### src/hw/rtl/bdq_pkg.sv
package bdq_pkg;

    // Store size and derived widths
    localparam int CAPACITY = 8;
    localparam int IDX_W    = (CAPACITY > 1) ? $clog2(CAPACITY) : 1;
    localparam int CNT_W    = $clog2(CAPACITY + 1);
    localparam int SUM_W    = CNT_W + 1;

    // Fixed field widths
    localparam int FUNC_W   = 3;
    localparam int DATA_W   = 32;
    localparam int STAT_W   = 2;
    localparam int OCC_W    = 4;

    // Operation codes
    localparam logic [FUNC_W-1:0] FN_PUSH_FRONT = 3'd0;
    localparam logic [FUNC_W-1:0] FN_PUSH_BACK  = 3'd1;
    localparam logic [FUNC_W-1:0] FN_POP_FRONT  = 3'd2;
    localparam logic [FUNC_W-1:0] FN_POP_BACK   = 3'd3;
    localparam logic [FUNC_W-1:0] FN_DUMP_FWD   = 3'd4;
    localparam logic [FUNC_W-1:0] FN_DUMP_BWD   = 3'd5;

    // Result status codes
    localparam logic [STAT_W-1:0] ST_OK        = 2'd0;
    localparam logic [STAT_W-1:0] ST_OVERFLOW  = 2'd1;
    localparam logic [STAT_W-1:0] ST_UNDERFLOW = 2'd2;

    // Controller to datapath commands
    typedef struct packed {
        logic accept;   // capture the incoming request
        logic exec;     // carry out the captured request
        logic rd_load;  // move read data into the output register
        logic rd_next;  // advance the dump and read the next element
    } t_dq_cmd;

    // Datapath to controller status
    typedef struct packed {
        logic out_free;    // output register can take a result this cycle
        logic needs_read;  // request is a pop or dump on a non-empty store
        logic more;        // dump has further elements after the current one
    } t_dq_sts;

    // Reduce a sum below twice the capacity to a store index
    function automatic logic [IDX_W-1:0] wrap_idx(input logic [SUM_W-1:0] s);
        logic [SUM_W-1:0] r;
        r = (s >= SUM_W'(CAPACITY)) ? (s - SUM_W'(CAPACITY)) : s;
        return r[IDX_W-1:0];
    endfunction

endpackage

### src/hw/rtl/bdq_ram.sv
module bdq_ram #(
    parameter int WIDTH = 32,
    parameter int DEPTH = 8,
    parameter int AW    = (DEPTH > 1) ? $clog2(DEPTH) : 1
) (
    input  logic             i_clk,
    input  logic             i_we,
    input  logic [AW-1:0]    i_waddr,
    input  logic [WIDTH-1:0] i_wdata,
    input  logic             i_re,
    input  logic [AW-1:0]    i_raddr,
    output logic [WIDTH-1:0] o_rdata
);

    logic [WIDTH-1:0] r_mem [DEPTH];
    logic [WIDTH-1:0] r_rdata;

    // Write port
    always_ff @(posedge i_clk) begin
        if (i_we) begin
            r_mem[i_waddr] <= i_wdata;
        end
    end

    // Registered read; hold data between reads
    always_ff @(posedge i_clk) begin
        if (i_re) begin
            r_rdata <= r_mem[i_raddr];
        end
    end

    assign o_rdata = r_rdata;

endmodule

### src/hw/rtl/bdq_ctrl.sv
module bdq_ctrl
    import bdq_pkg::*;
(
    input  logic    i_clk,
    input  logic    i_rst_n,
    input  logic    i_in_valid,
    output logic    o_in_stall,
    input  t_dq_sts i_sts,
    output t_dq_cmd o_cmd
);

    localparam logic [1:0] S_IDLE = 2'd0;
    localparam logic [1:0] S_EXEC = 2'd1;
    localparam logic [1:0] S_READ = 2'd2;

    logic [1:0] r_state;
    logic [1:0] n_state;

    // Sequence one request at a time
    always_comb begin
        n_state       = r_state;
        o_cmd         = '0;
        o_in_stall    = 1'b1;
        case (r_state)
            S_IDLE: begin
                o_in_stall = 1'b0;
                if (i_in_valid) begin
                    o_cmd.accept = 1'b1;
                    n_state      = S_EXEC;
                end
            end
            S_EXEC: begin
                if (i_sts.out_free) begin
                    o_cmd.exec = 1'b1;
                    n_state    = i_sts.needs_read ? S_READ : S_IDLE;
                end
            end
            S_READ: begin
                if (i_sts.out_free) begin
                    o_cmd.rd_load = 1'b1;
                    if (i_sts.more) begin
                        o_cmd.rd_next = 1'b1;
                    end else begin
                        n_state = S_IDLE;
                    end
                end
            end
            default: begin
                n_state = S_IDLE;
            end
        endcase
    end

    always_ff @(posedge i_clk) begin
        if (!i_rst_n) begin
            r_state <= S_IDLE;
        end else begin
            r_state <= n_state;
        end
    end

endmodule

### src/hw/rtl/bdq_dpath.sv
module bdq_dpath
    import bdq_pkg::*;
(
    input  logic                     i_clk,
    input  logic                     i_rst_n,
    input  t_dq_cmd                  i_cmd,
    output t_dq_sts                  o_sts,
    input  logic [FUNC_W-1:0]        i_func,
    input  logic signed [DATA_W-1:0] i_value,
    output logic                     o_out_valid,
    input  logic                     i_out_stall,
    output logic [STAT_W-1:0]        o_status,
    output logic signed [DATA_W-1:0] o_item,
    output logic                     o_last,
    output logic [OCC_W-1:0]         o_occupancy
);

    // Captured request
    logic [FUNC_W-1:0]        r_func;
    logic signed [DATA_W-1:0] r_value;

    // Queue pointers
    logic [IDX_W-1:0] r_front, n_front;
    logic [CNT_W-1:0] r_count, n_count;
    logic [CNT_W-1:0] r_idx, n_idx;

    // Output register
    logic                     r_out_valid, n_out_valid;
    logic [STAT_W-1:0]        r_status, n_status;
    logic signed [DATA_W-1:0] r_item, n_item;
    logic                     r_last, n_last;
    logic [OCC_W-1:0]         r_occ;
    logic                     load_out;

    // Decode and addressing
    logic             is_push, is_pop, is_dump, backward;
    logic             full, empty, dump_last;
    logic [CNT_W-1:0] off_idx, off;
    logic [IDX_W-1:0] front_inc, front_dec, back_slot, rd_addr, wr_addr;
    logic             ram_we, ram_re;
    logic [DATA_W-1:0] ram_rdata;

    assign is_push  = (r_func == FN_PUSH_FRONT) || (r_func == FN_PUSH_BACK);
    assign is_pop   = (r_func == FN_POP_FRONT)  || (r_func == FN_POP_BACK);
    assign is_dump  = (r_func == FN_DUMP_FWD)   || (r_func == FN_DUMP_BWD);
    assign backward = (r_func == FN_POP_BACK)   || (r_func == FN_DUMP_BWD);
    assign full     = (r_count == CNT_W'(CAPACITY));
    assign empty    = (r_count == '0);
    assign dump_last = (CNT_W'(r_idx + CNT_W'(1)) == r_count);

    // Offset from the front: element 0 on execute, the next one on advance
    assign off_idx = i_cmd.exec ? '0 : CNT_W'(r_idx + CNT_W'(1));
    assign off     = backward ? CNT_W'(r_count - CNT_W'(1) - off_idx) : off_idx;
    assign rd_addr = wrap_idx(SUM_W'(r_front) + SUM_W'(off));

    assign front_inc = wrap_idx(SUM_W'(r_front) + SUM_W'(1));
    assign front_dec = wrap_idx(SUM_W'(r_front) + SUM_W'(CAPACITY - 1));
    assign back_slot = wrap_idx(SUM_W'(r_front) + SUM_W'(r_count));
    assign wr_addr   = (r_func == FN_PUSH_FRONT) ? front_dec : back_slot;

    assign ram_we = i_cmd.exec && is_push && !full;
    assign ram_re = (i_cmd.exec && (is_pop || is_dump) && !empty) || i_cmd.rd_next;

    bdq_ram #(
        .WIDTH (DATA_W),
        .DEPTH (CAPACITY),
        .AW    (IDX_W)
    ) u_ram (
        .i_clk   (i_clk),
        .i_we    (ram_we),
        .i_waddr (wr_addr),
        .i_wdata (r_value),
        .i_re    (ram_re),
        .i_raddr (rd_addr),
        .o_rdata (ram_rdata)
    );

    // Status back to the controller
    assign o_sts.out_free   = !r_out_valid || !i_out_stall;
    assign o_sts.needs_read = (is_pop || is_dump) && !empty;
    assign o_sts.more       = is_dump && !dump_last;

    // Execute the request and build the result
    always_comb begin
        n_front  = r_front;
        n_count  = r_count;
        n_idx    = r_idx;
        load_out = 1'b0;
        n_status = ST_OK;
        n_item   = '0;
        n_last   = 1'b1;
        if (i_cmd.exec) begin
            if (is_push) begin
                load_out = 1'b1;
                if (full) begin
                    n_status = ST_OVERFLOW;
                end else begin
                    n_count = CNT_W'(r_count + CNT_W'(1));
                    if (r_func == FN_PUSH_FRONT) begin
                        n_front = front_dec;
                    end
                end
            end else if (is_pop) begin
                if (empty) begin
                    load_out = 1'b1;
                    n_status = ST_UNDERFLOW;
                end else begin
                    n_count = CNT_W'(r_count - CNT_W'(1));
                    if (r_func == FN_POP_FRONT) begin
                        n_front = front_inc;
                    end
                end
            end else if (is_dump) begin
                if (empty) begin
                    load_out = 1'b1;
                    n_status = ST_UNDERFLOW;
                end else begin
                    n_idx = '0;
                end
            end else begin
                load_out = 1'b1;
            end
        end else if (i_cmd.rd_load) begin
            load_out = 1'b1;
            n_item   = ram_rdata;
            n_last   = is_pop ? 1'b1 : dump_last;
            if (i_cmd.rd_next) begin
                n_idx = CNT_W'(r_idx + CNT_W'(1));
            end
        end
    end

    // Hold a result until taken
    assign n_out_valid = load_out || (r_out_valid && i_out_stall);

    always_ff @(posedge i_clk) begin
        if (!i_rst_n) begin
            r_front     <= '0;
            r_count     <= '0;
            r_out_valid <= 1'b0;
        end else begin
            r_front     <= n_front;
            r_count     <= n_count;
            r_out_valid <= n_out_valid;
        end
    end

    // Capture request, dump index and result payload
    always_ff @(posedge i_clk) begin
        if (i_cmd.accept) begin
            r_func  <= i_func;
            r_value <= i_value;
        end
        r_idx <= n_idx;
        if (load_out) begin
            r_status <= n_status;
            r_item   <= n_item;
            r_last   <= n_last;
            r_occ    <= OCC_W'(n_count);
        end
    end

    assign o_out_valid = r_out_valid;
    assign o_status    = r_status;
    assign o_item      = r_item;
    assign o_last      = r_last;
    assign o_occupancy = r_occ;

endmodule

### src/hw/rtl/bounded_double_ended_queue.sv
// Channel   Handshake               Payload
// request   i_in_valid / o_in_stall  i_func, i_value
// result    o_out_valid / i_out_stall o_status, o_item, o_last, o_occupancy
//
// Push, failed pop or dump, and unused codes: accepted, then executed into the output register.
// Pop: executed with a registered read of the element store, then loaded into the output register.
// Dump of n elements: after the first read, one element per cycle while the output register is free.
// A request is taken only when the previous one has finished; a stalled
// result holds in the output register and work waits until it is free.
// Reset clears the front pointer, count and output valid; store contents stay undefined.
module bounded_double_ended_queue
    import bdq_pkg::*;
(
    input  logic                     i_clk,
    input  logic                     i_rst_n,
    input  logic                     i_in_valid,
    output logic                     o_in_stall,
    input  logic [FUNC_W-1:0]        i_func,
    input  logic signed [DATA_W-1:0] i_value,
    output logic                     o_out_valid,
    input  logic                     i_out_stall,
    output logic [STAT_W-1:0]        o_status,
    output logic signed [DATA_W-1:0] o_item,
    output logic                     o_last,
    output logic [OCC_W-1:0]         o_occupancy
);

    t_dq_cmd cmd;
    t_dq_sts sts;

    bdq_ctrl u_ctrl (
        .i_clk      (i_clk),
        .i_rst_n    (i_rst_n),
        .i_in_valid (i_in_valid),
        .o_in_stall (o_in_stall),
        .i_sts      (sts),
        .o_cmd      (cmd)
    );

    bdq_dpath u_dpath (
        .i_clk       (i_clk),
        .i_rst_n     (i_rst_n),
        .i_cmd       (cmd),
        .o_sts       (sts),
        .i_func      (i_func),
        .i_value     (i_value),
        .o_out_valid (o_out_valid),
        .i_out_stall (i_out_stall),
        .o_status    (o_status),
        .o_item      (o_item),
        .o_last      (o_last),
        .o_occupancy (o_occupancy)
    );

endmodule
### config.mk
export PLATFORM = sky130hd
export DESIGN_NAME = bounded_double_ended_queue
export DESIGN_NICKNAME = d
export VERILOG_FILES = /design/src/hw/rtl/bdq_pkg.sv /design/src/hw/rtl/bdq_ram.sv /design/src/hw/rtl/bdq_ctrl.sv /design/src/hw/rtl/bdq_dpath.sv /design/src/hw/rtl/bounded_double_ended_queue.sv
export SDC_FILE = /design/constraint.sdc
export NUM_CORES = 1
export LEC_CHECK = 0
export ABC_AREA = 1
export BUFFER_PORTS_ARGS = -buffer_cell sky130_fd_sc_hd__buf_2
export CAP_MARGIN = 40
export CORE_ASPECT_RATIO = 0.6
export CORE_MARGIN = 2
export CORE_UTILIZATION = 50
export DETAILED_ROUTE_END_ITERATION = 10
export GPL_ROUTABILITY_DRIVEN = 0
export GPL_TIMING_DRIVEN = 0
export HOLD_SLACK_MARGIN = 0.15
export PLACE_DENSITY = 0.75
export SLEW_MARGIN = 10
export SYNTH_ARGS = -nofsm -noshare
export SYNTH_HDL_FRONTEND = slang
export SYNTH_SLANG_ARGS = --single-unit
### constraint.sdc
create_clock -name i_clk -period 4 [get_ports i_clk]
set_clock_uncertainty 0.1 [all_clocks]
set_input_delay 0.2 -clock i_clk [delete_from_list [all_inputs] [get_ports i_clk]]
set_output_delay 0.2 -clock i_clk [all_outputs]
set_load 0.02 [all_outputs]
Word level (Yosys, flattened, before mapping)
Memories as Yosys holds them, arrays and structs flattened. A register that Yosys moved wholly into a read port is not among the register bits.
Cells that the tools add are included.
W data, S select, Z words.
- register bits after elaboration: 88
- bits in writable memories: 256
- output and inout port bits: 41
- memories kept: 1
- memory list (name ; depth ; width ; read ports ; clocked after Yosys merged registers in ; wr ports ; line ; source):
    u_dpath.u_ram.r_mem ; 8 ; 32 ; 1 ; 1 ; 1 ; bdq_ram.sv:15 ; logic [WIDTH-1:0] r_mem [DEPTH];
- $add $sub $neg: 12
- magnitude comparators: 4
- eq/ne operators: 20
- multiplexer cells: 52
- bitwise logic cells: 1
- reduce and logical (&&, ||, !) cells: 32
- operators with widths (operator ; count):
    $mux W4 ; 14
    $mux W3 ; 11
    $mux W2 ; 11
    $ne A2 B2 Y1 const B ; 10
    $mux W1 ; 15
    $reduce_and A6 Y1 ; 2
    $sub A3 B1 Y3 const B ; 4
    $add A3 B4 Y5 ; 2
    $ge A5 B4 Y1 const B ; 2
    $add A4 B1 Y4 const B ; 2
    $ge A4 B4 Y1 const B ; 2
    $logic_or A1 B1 Y1 ; 8
    $reduce_bool A2 Y1 ; 4
    $logic_and A1 B1 Y1 ; 7
    $eq A3 B2 Y1 const B ; 2
    $eq A3 B3 Y1 const B ; 2
    $pmux W2 S3 ; 1
    $logic_not A1 Y1 ; 5
    $add A3 B1 Y4 const B ; 1
    $add A3 B3 Y4 const B ; 1
    $eq A4 B4 Y1 ; 1
    $eq A4 B4 Y1 const B ; 1
    $logic_not A4 Y1 ; 1
    $reduce_and A4 Y1 ; 1
    other kinds (11) ; 11

Longest topological paths before layout
Gate-level depths: netlist of run 1.
- depth after elaboration: 10
- mapped depth: 19

By module
From an unflattened synthesis of run 1, not the netlist that was laid out.
- cells, all modules: 1513
- area, all modules: 16089.2 µm²
- modules (own cells, without submodules) (module ; times used ; cells each ; area an instance (µm²) ; seq. area each (µm²)):
    bdq_ram ; 1 ; 1156 ; 12192.9 ; 8648.3
    bdq_dpath ; 1 ; 329 ; 3734.8 ; 2502.4
    bdq_ctrl ; 1 ; 28 ; 161.4 ; 40.0

Worst setup path after synthesis of run 1
Ideal clock, no wire load.
- path kind: register to register
- start: reg u_dpath.r_count[0]
- end: mem u_dpath.u_ram.r_mem[2][0], enable pin
- library setup time: 0.421 ns
- arrival: 3.008 ns
- required time: 3.479 ns
- setup slack: 0.471 ns
- stages on the path, launching flop included: 9
- path buffers: 0
- cells stage by stage: dfxtp_1 ha_1 inv_1 fa_1 xor2_1 a21oi_1 xor2_1 nand2_1 nor2_1
- word-level cells in the longest chain between the ends: 5
- ends and longest elaborated chain (item ; line ; source):
    from (decl) ; bdq_dpath.sv:24 ; logic [CNT_W-1:0] r_count, n_count;
    from (signal assigned) ; bdq_dpath.sv:143 ; r_count <= n_count;
    branches (longest 5 deep; another with $add A3 B4 Y5) ; -- ;
    to (decl) ; bdq_ram.sv:15 ;
Several ways; the timed one is not identified.

Worst setup path after layout of run 1
- start: reg u_ctrl.r_state[0]
- end: reg u_dpath.u_ram.r_rdata[22], in the netlist u_dpath.u_ram.o_rdata[22], read port of u_dpath.u_ram.r_mem (data pin)
- word-level cells in the longest chain between the ends: 8
- ends and longest elaborated chain (item ; line ; source):
    from (decl) ; bdq_ctrl.sv:16 ; logic [1:0] r_state;
    from (signal assigned) ; bdq_ctrl.sv:58 ; r_state <= n_state;
    $eq A2 B1 Y1 ; bdq_ctrl.sv:24 ; case (r_state)
    $mux W1 ; bdq_ctrl.sv:24 ;
    $mux W4 ; bdq_dpath.sv:52 ; assign off_idx = i_cmd.exec ? '0 : CNT_W'(r_idx + CNT_W'(1));
    $sub A4 B4 Y4 ; bdq_dpath.sv:53 ; assign off = backward ? CNT_W'(r_count - CNT_W'(1) - off_idx) : off_idx;
    $mux W4 ; bdq_dpath.sv:53 ;
    $add A3 B4 Y5 ; bdq_dpath.sv:54 ; assign rd_addr = wrap_idx(SUM_W'(r_front) + SUM_W'(off));
    $ge A5 B4 Y1 / $sub A3 B1 Y3 (equally long branches) ; bdq_pkg.sv:46 ; r = (s >= SUM_W'(CAPACITY)) ? (s - SUM_W'(CAPACITY)) : s;
    $mux W3 ; bdq_pkg.sv:46 ;
    to (decl) ; bdq_ram.sv:16 ; logic [WIDTH-1:0] r_rdata;
Parallel ways exist; a longest one is shown, timed or not.
A chain may end at the register's enable or synchronous reset.

==> results of run 1 <==
[kinds of logic (layout without fill, tap and decap cells)]
logic type	after synthesis	count (layout)	synth area share
AND/OR/NAND/NOR	428	428	0.117
flip-flops	376	376	0.756
AO/OA/AOI/OAI	155	155	0.0702
buffers and inverters	130	319	0.0365
adder cells (fa/ha/maj)	14	14	0.0134
XOR/XNOR	11	11	0.00701
[cells in the mapped netlist (all sizes together), types with 4 or more instances]
master  number  area [sq um]
dfxtp       10           200
nand2      118           468
clkbuf      29           110
o32ai       64           561
inv         73           274
nand3       49           250
xor2         8          70.1
nor2       253           962
a21oi       10          50.1
edfxtp     366         11000
buf         27           153
nand4        4          25.0
o211ai       4          30.0
ha          11           138
o21ai       76           392
[path summary, 6_finish.rpt]
path,startpoint,to,slack [ps],cells past startpoint
worst min register to register,u_dpath.u_ram.o_rdata[30],u_dpath.o_item[30],430,2
worst min-delay path,i_value[6],u_dpath.r_value[6],290,2
worst max-delay path,u_ctrl.r_state[0],u_dpath.u_ram.o_rdata[22],230,15
worst max register to register,u_ctrl.r_state[0],u_dpath.u_ram.o_rdata[22],230,15
[power breakdown]
| group | switching [mW] | internal, mW | total, mW | leakage [nW] |
|---|---|---|---|---|
| Sequential | 0.110 | 4.60 | 4.71 | 3.42 |
| Clock | 1.39 | 2.00 | 3.39 | 0.564 |
| Combinational | 1.14 | 0.524 | 1.67 | 2.44 |
| Total | 2.64 | 7.12 | 9.77 | 6.43 |
[layout make-up]
| cell class | instances | area (sq um) | area share |
|---|---|---|---|
| tap | 400 | 500 | 0.0284 |
| sequential | 376 | 11200 | 0.635 |
| timing repair buffer | 130 | 1060 | 0.0602 |
| inverter | 74 | 278 | 0.0158 |
| multi-input combinational | 608 | 3160 | 0.179 |
| clock buffer | 40 | 937 | 0.0532 |
| clock inverter | 19 | 213 | 0.0121 |
| buffer | 56 | 282 | 0.0160 |
[registers in the layout (all words and copies together), names as in the netlist]
name and flops:
u_dpath.u_ram.r_mem 256, u_dpath.o_item 32, u_dpath.r_value 32, u_dpath.u_ram.o_rdata 32
u_dpath.o_occupancy 4, u_dpath.r_count 4, u_dpath.r_idx 4, u_dpath.r_front 3
u_dpath.r_func 3, u_ctrl.r_state 2, u_dpath.o_status 2, u_dpath.o_last 1
u_dpath.o_out_valid 1
[critical path, delay by kind of cell (launching register included)]
kind,cells,cell delay [ps]
adder cells (fa/ha/maj),3,1330
buffers and inverters,4,800
AND/OR/NAND/NOR,5,600
AO/OA/AOI/OAI,3,430
flip-flops,1,360
[stage by stage]
step	utilization	power (mW)	worst slack (ps)	std cells	hold WS (ps)
6_report	0.609	9.77	226	1703	285
5_1_grt	0.609	10.1	8.59	1703	278
4_1_cts	0.608	9.79	10.3	1703	268
3_5_place_dp	0.554	6.39	-193	1604	278
3_3_place_gp	0.542	6.32	-940	1593	276
2_1_floorplan	-	5.79	471	1114	198
[per-layer routing]
metal	up-vias	wire, um	global-route usage
met5	-	0	0
met4	0	800	0.0629
met3	70	3380	0.0478
met2	453	15100	0.340
met1	4661	14300	0.317
li1	4321	-	-
[timing repair]
action	4_1_cts	5_1_grt
buffers inserted	0	0
endpoints found under the hold margin	45	0
hold buffers	40	0
pin swaps	0	0
gates resized for setup	7	17
endpoints found under the setup margin	32	32
==> impl_metrics.toml, run 1 <==
[status]
status = "finished clean"

[min_path]
hold_path_class = "input pin to register"

[timing]
tightest_slew_ps = 753
relSlewSlack = 0.497
rsz0062_at_grt = "no"
drv_slew = 0
hold_viol = 0
setup_viol = 0
layout_min_cycle_time_ps = 3770
post-route-period-util = 0.943
timing.fmax_mhz = 265
setup-tns-final_ps = 0

[synth]
synth-async-reset-ratio = 0
ys.warnings.count = 0
avgSynthCellArea_sq_um = 13.3
syn_area_sq_mm = 0.0148
ys_seq_area_frac = 0.756
ys_dominant_reg_cell = "edfxtp_1"
synth_edf_count = 366
synth_fp_nets = 1167
synth.distinct_cells = 36
ys_seq_elements = 376
synthCells = 1114

[die]
initial_utilization = 0.511
die_area_sq_mm = 0.0310
fp-row-count = 48
core_sq_mm = 0.0289
pin_count = 80
die_x_um = 226
die_h_um = 137

[clocking]
clk-insertion-delay-late_ps = 520
cts_root_buffer = "clkbuf_16"
clk_pin_slew_ps = 60
h-tree-depth = 2
cts_inserted_buffers = 35
ctsLongestPathBuffers = 3
cts_tree = "yes"
clkSinkCount = 376

[detailed_routing]
via_count = 9505
wirelength_um = 33500
dr.pass1.iters = 5
wl_per_cell_um = 19.7
via_per_inst = 5.58
drcViolationCount = 0
ant_nets = 0
drt_iter0_markers = 1065

[global_route]
grt_pass1_wl_um = 50900
overflow = 0
grtUsageTotal = 0.220
antenna_found_initial = 0
grt_max_degree = 26
grt_pass1_vias = 9006

[worst_setup_path]
cp-start-kind = "register"
critPathRequiredTime_ps = 4270
worstPathMaxFanout = 10
critPathMaxStageDelay_ps = 590
slowest_stage = "fa_1"
crit_arrival_ps = 4040
endpoint_kind = "register"
criticalPathCategory = "register to register"
path_cells = "inv_2 > nor2_4 > nand2_4 > inv_1 > nor2_1 > ha_1 > fa_1 > o21ai_1 > fa_1 > buf_2 > clkbuf_2 > o21ai_0 > o32ai_1 > nand2_1 > nand2_1"

[finish]
most-common-layout-cells = "edfxtp_1 (366), nor2_1 (242), nand2_1 (114)"
finish.instance_area_sq_mm = 0.0176
mostFrequentLayoutCell = "edfxtp_1"
area_delta_synth_final_pct = 19.0
fill_cells = 2195
drive_gt1_frac = 0.155
nets = 1334
diodes = 0

[power_and_ir_drop]
power_leakage_nw = 6.43
irDropWorstVdd_v = 0.000276
power_density_mw_per_mm2 = 554

[place]
io_buffers = 79
placed_area_sq_mm = 0.0160
hpwlAfterDp_um = 21300

[flow_run]
cap_violations = 0
Power figures use the tool's default switching activity.
==> run 2, diff against run 1 <==
Settings changed: CAP_MARGIN 40 to 0, CELL_PAD_IN_SITES_DETAIL_PLACEMENT from default to 1, CELL_PAD_IN_SITES_GLOBAL_PLACEMENT from default to 1, PLACE_DENSITY 0.75 to 0.87.
==> run 2 against run 1 <==
  * Sequential share of layout area up 0.28 points
  * Hold slack worse by 100 ps
  * Clock-buffer cell count is 14 higher
==> impl_metrics.toml, run 2 (same netlist as run 1, synthesis figures left out) <==
[min_path]
hold_path_class = "input pin to register"
min_delay_path_depth = 5
holdPathEnd = "u_ctrl.r_state[0]"
min_from = "i_out_stall"

[power_and_ir_drop]
power_leakage_nw = 6.38
irDropWorstVdd_v = 0.000529
power_density_mw_per_mm2 = 555

[clocking]
cts_inserted_buffers = 35
clk-insertion-delay-late_ps = 540
clkSinkCount = 376
h-tree-depth = 2
cts_root_buffer = "clkbuf_16"
ctsLongestPathBuffers = 3
cts_setup_buffers = 0
cts_tree = "yes"
clk_pin_slew_ps = 80

[finish]
diodes = 0
fin_util = 0.606
mostFrequentLayoutCell = "edfxtp_1"
nets = 1333
most-common-layout-cells = "edfxtp_1 (366), nor2_1 (241), nand2_1 (114)"
top_register = "u_dpath.u_ram.r_mem"
fill_cells = 2879
multi_input_area_sq_mm = 0.00320
stdcell_count = 1701
ff_latch_area_sq_mm = 0.0112
area_delta_synth_final_pct = 18.5
drive_gt1_frac = 0.157
largest_reg_flops = 256

[detailed_routing]
drt_iter0_markers = 1023
dr.pass1.iters = 5
via_per_inst = 5.89
ant_nets = 0
via_count = 10000
drcViolationCount = 0
wirelength_um = 42900
wl_per_cell_um = 25.2

[worst_setup_path]
critPathRequiredTime_ps = 4290
critPathMaxStageDelay_ps = 390
crit_start = "u_ctrl.r_state[0]"
slowest_stage = "dfxtp_1"
r2r_start = "u_ctrl.r_state[0]"
reg2reg_depth = 16
cp-start-kind = "register"
endpoint_kind = "register"
cpMostUsedCell = "buf_2"
worstPathMaxFanout = 10
rrSetupSlack_ps = 130
path_delay_family = "buffers and inverters"
r2r_end = "u_dpath.u_ram.o_rdata[2]"
path_cells = "inv_2 > nor2_4 > nand2_4 > inv_1 > nor2_2 > ha_1 > o21ai_0 > ha_1 > buf_2 > inv_1 > buf_2 > buf_2 > nor2_1 > o32ai_1 > nand2_1 > nand2_1"
path_buf_inv = 6
criticalPathCategory = "register to register"
crit_arrival_ps = 4160

[flow_run]
cap_violations = 0

[die]
fp-row-count = 48
die_h_um = 137
pin_count = 80
die_area_sq_mm = 0.0310
initial_utilization = 0.511
core_sq_mm = 0.0289
die_x_um = 226

[global_route]
grt_pass1_wl_um = 63800
antenna_found_initial = 0
grtUsageTotal = 0.282
grt_pass1_vias = 10900
grt_max_degree = 27
overflow = 0

[place]
dp_slack_ps = -307
io_buffers = 79
hpwlAfterDp_um = 27400
dp.cells = 1604

[timing]
hold_viol = 0
layout_min_cycle_time_ps = 3870
setup_viol = 0
relSlewSlack = 0.496
drv_slew = 0
fin_ws_ps = 128
post-route-period-util = 0.968
whs_ps = 181
timing.fmax_mhz = 258
tightest_slew_ps = 753

[status]
status = "finished clean"
[run 2: layout make-up]
class | count | area share
Clock inverter | 4 | 0.000856
Multi-Input combinational cell | 608 | 0.182
Buffer | 56 | 0.0171
Timing Repair Buffer | 129 | 0.0586
Clock buffer | 54 | 0.0588
Inverter | 74 | 0.0158
Sequential cell | 376 | 0.638
Tap cell | 400 | 0.0285
[run 2: metrics by stage]
| stage | setup TNS (ps) | cell area, sq um | total power, mW |
|---|---|---|---|
| detailed placement | -7120 | 16000 | 6.49 |
| floorplan | 0 | 14800 | 5.79 |
| global placement | -230070 | 15700 | 6.33 |
| CTS | -145 | 17500 | 9.69 |
| global route | -31.4 | 17500 | 10.0 |
| finish | 0 | 17500 | 9.73 |
[run 2: tightest hold or removal path, delay by kind of cell]
family	cells	cell delay, ps
AO/OA/AOI/OAI	1	50
buffers and inverters	2	240
AND/OR/NAND/NOR	2	290
[run 2: worst max-delay path by stage]
stage | depth (start not counted) | endpoint | slack [ps]
after floorplan | 8 | u_dpath.u_ram.r_mem[2][0] | 470
after global placement | 9 | u_dpath.u_ram.r_mem[4][17] | -1010
after detailed placement | 14 | u_dpath.u_ram.o_rdata[22] | -310
after CTS | 15 | u_dpath.u_ram.o_rdata[20] | -40
after global routing | 15 | u_dpath.u_ram.o_rdata[22] | -20
final | 16 | u_dpath.u_ram.o_rdata[2] | 130
[run 2: routing by layer]
metal  GRT usage  up-vias  wire length, um  share of wire
li1            -     4311                -              -
met1       0.369     5137            17700           0.41
met2       0.476      478            20700           0.48
met3      0.0542       97             3190          0.074
met4       0.104        0             1340          0.031
met5           0        -                0              0
[run 2: where the power goes]
part,internal [mW],switching (mW),leakage [nW],total [mW]
logic,0.541,1.27,2.45,1.81
clock network,1.77,1.42,0.505,3.19
registers,4.60,0.124,3.42,4.73
total,6.91,2.82,6.38,9.73
[run 2: what timing repair did]
| action | in CTS | in global routing |
|---|---|---|
| hold buffers | 39 | 0 |
| gates resized for setup | 9 | 35 |
| endpoints found under the setup margin | 32 | 32 |
| hold endpoints to repair | 45 | 0 |
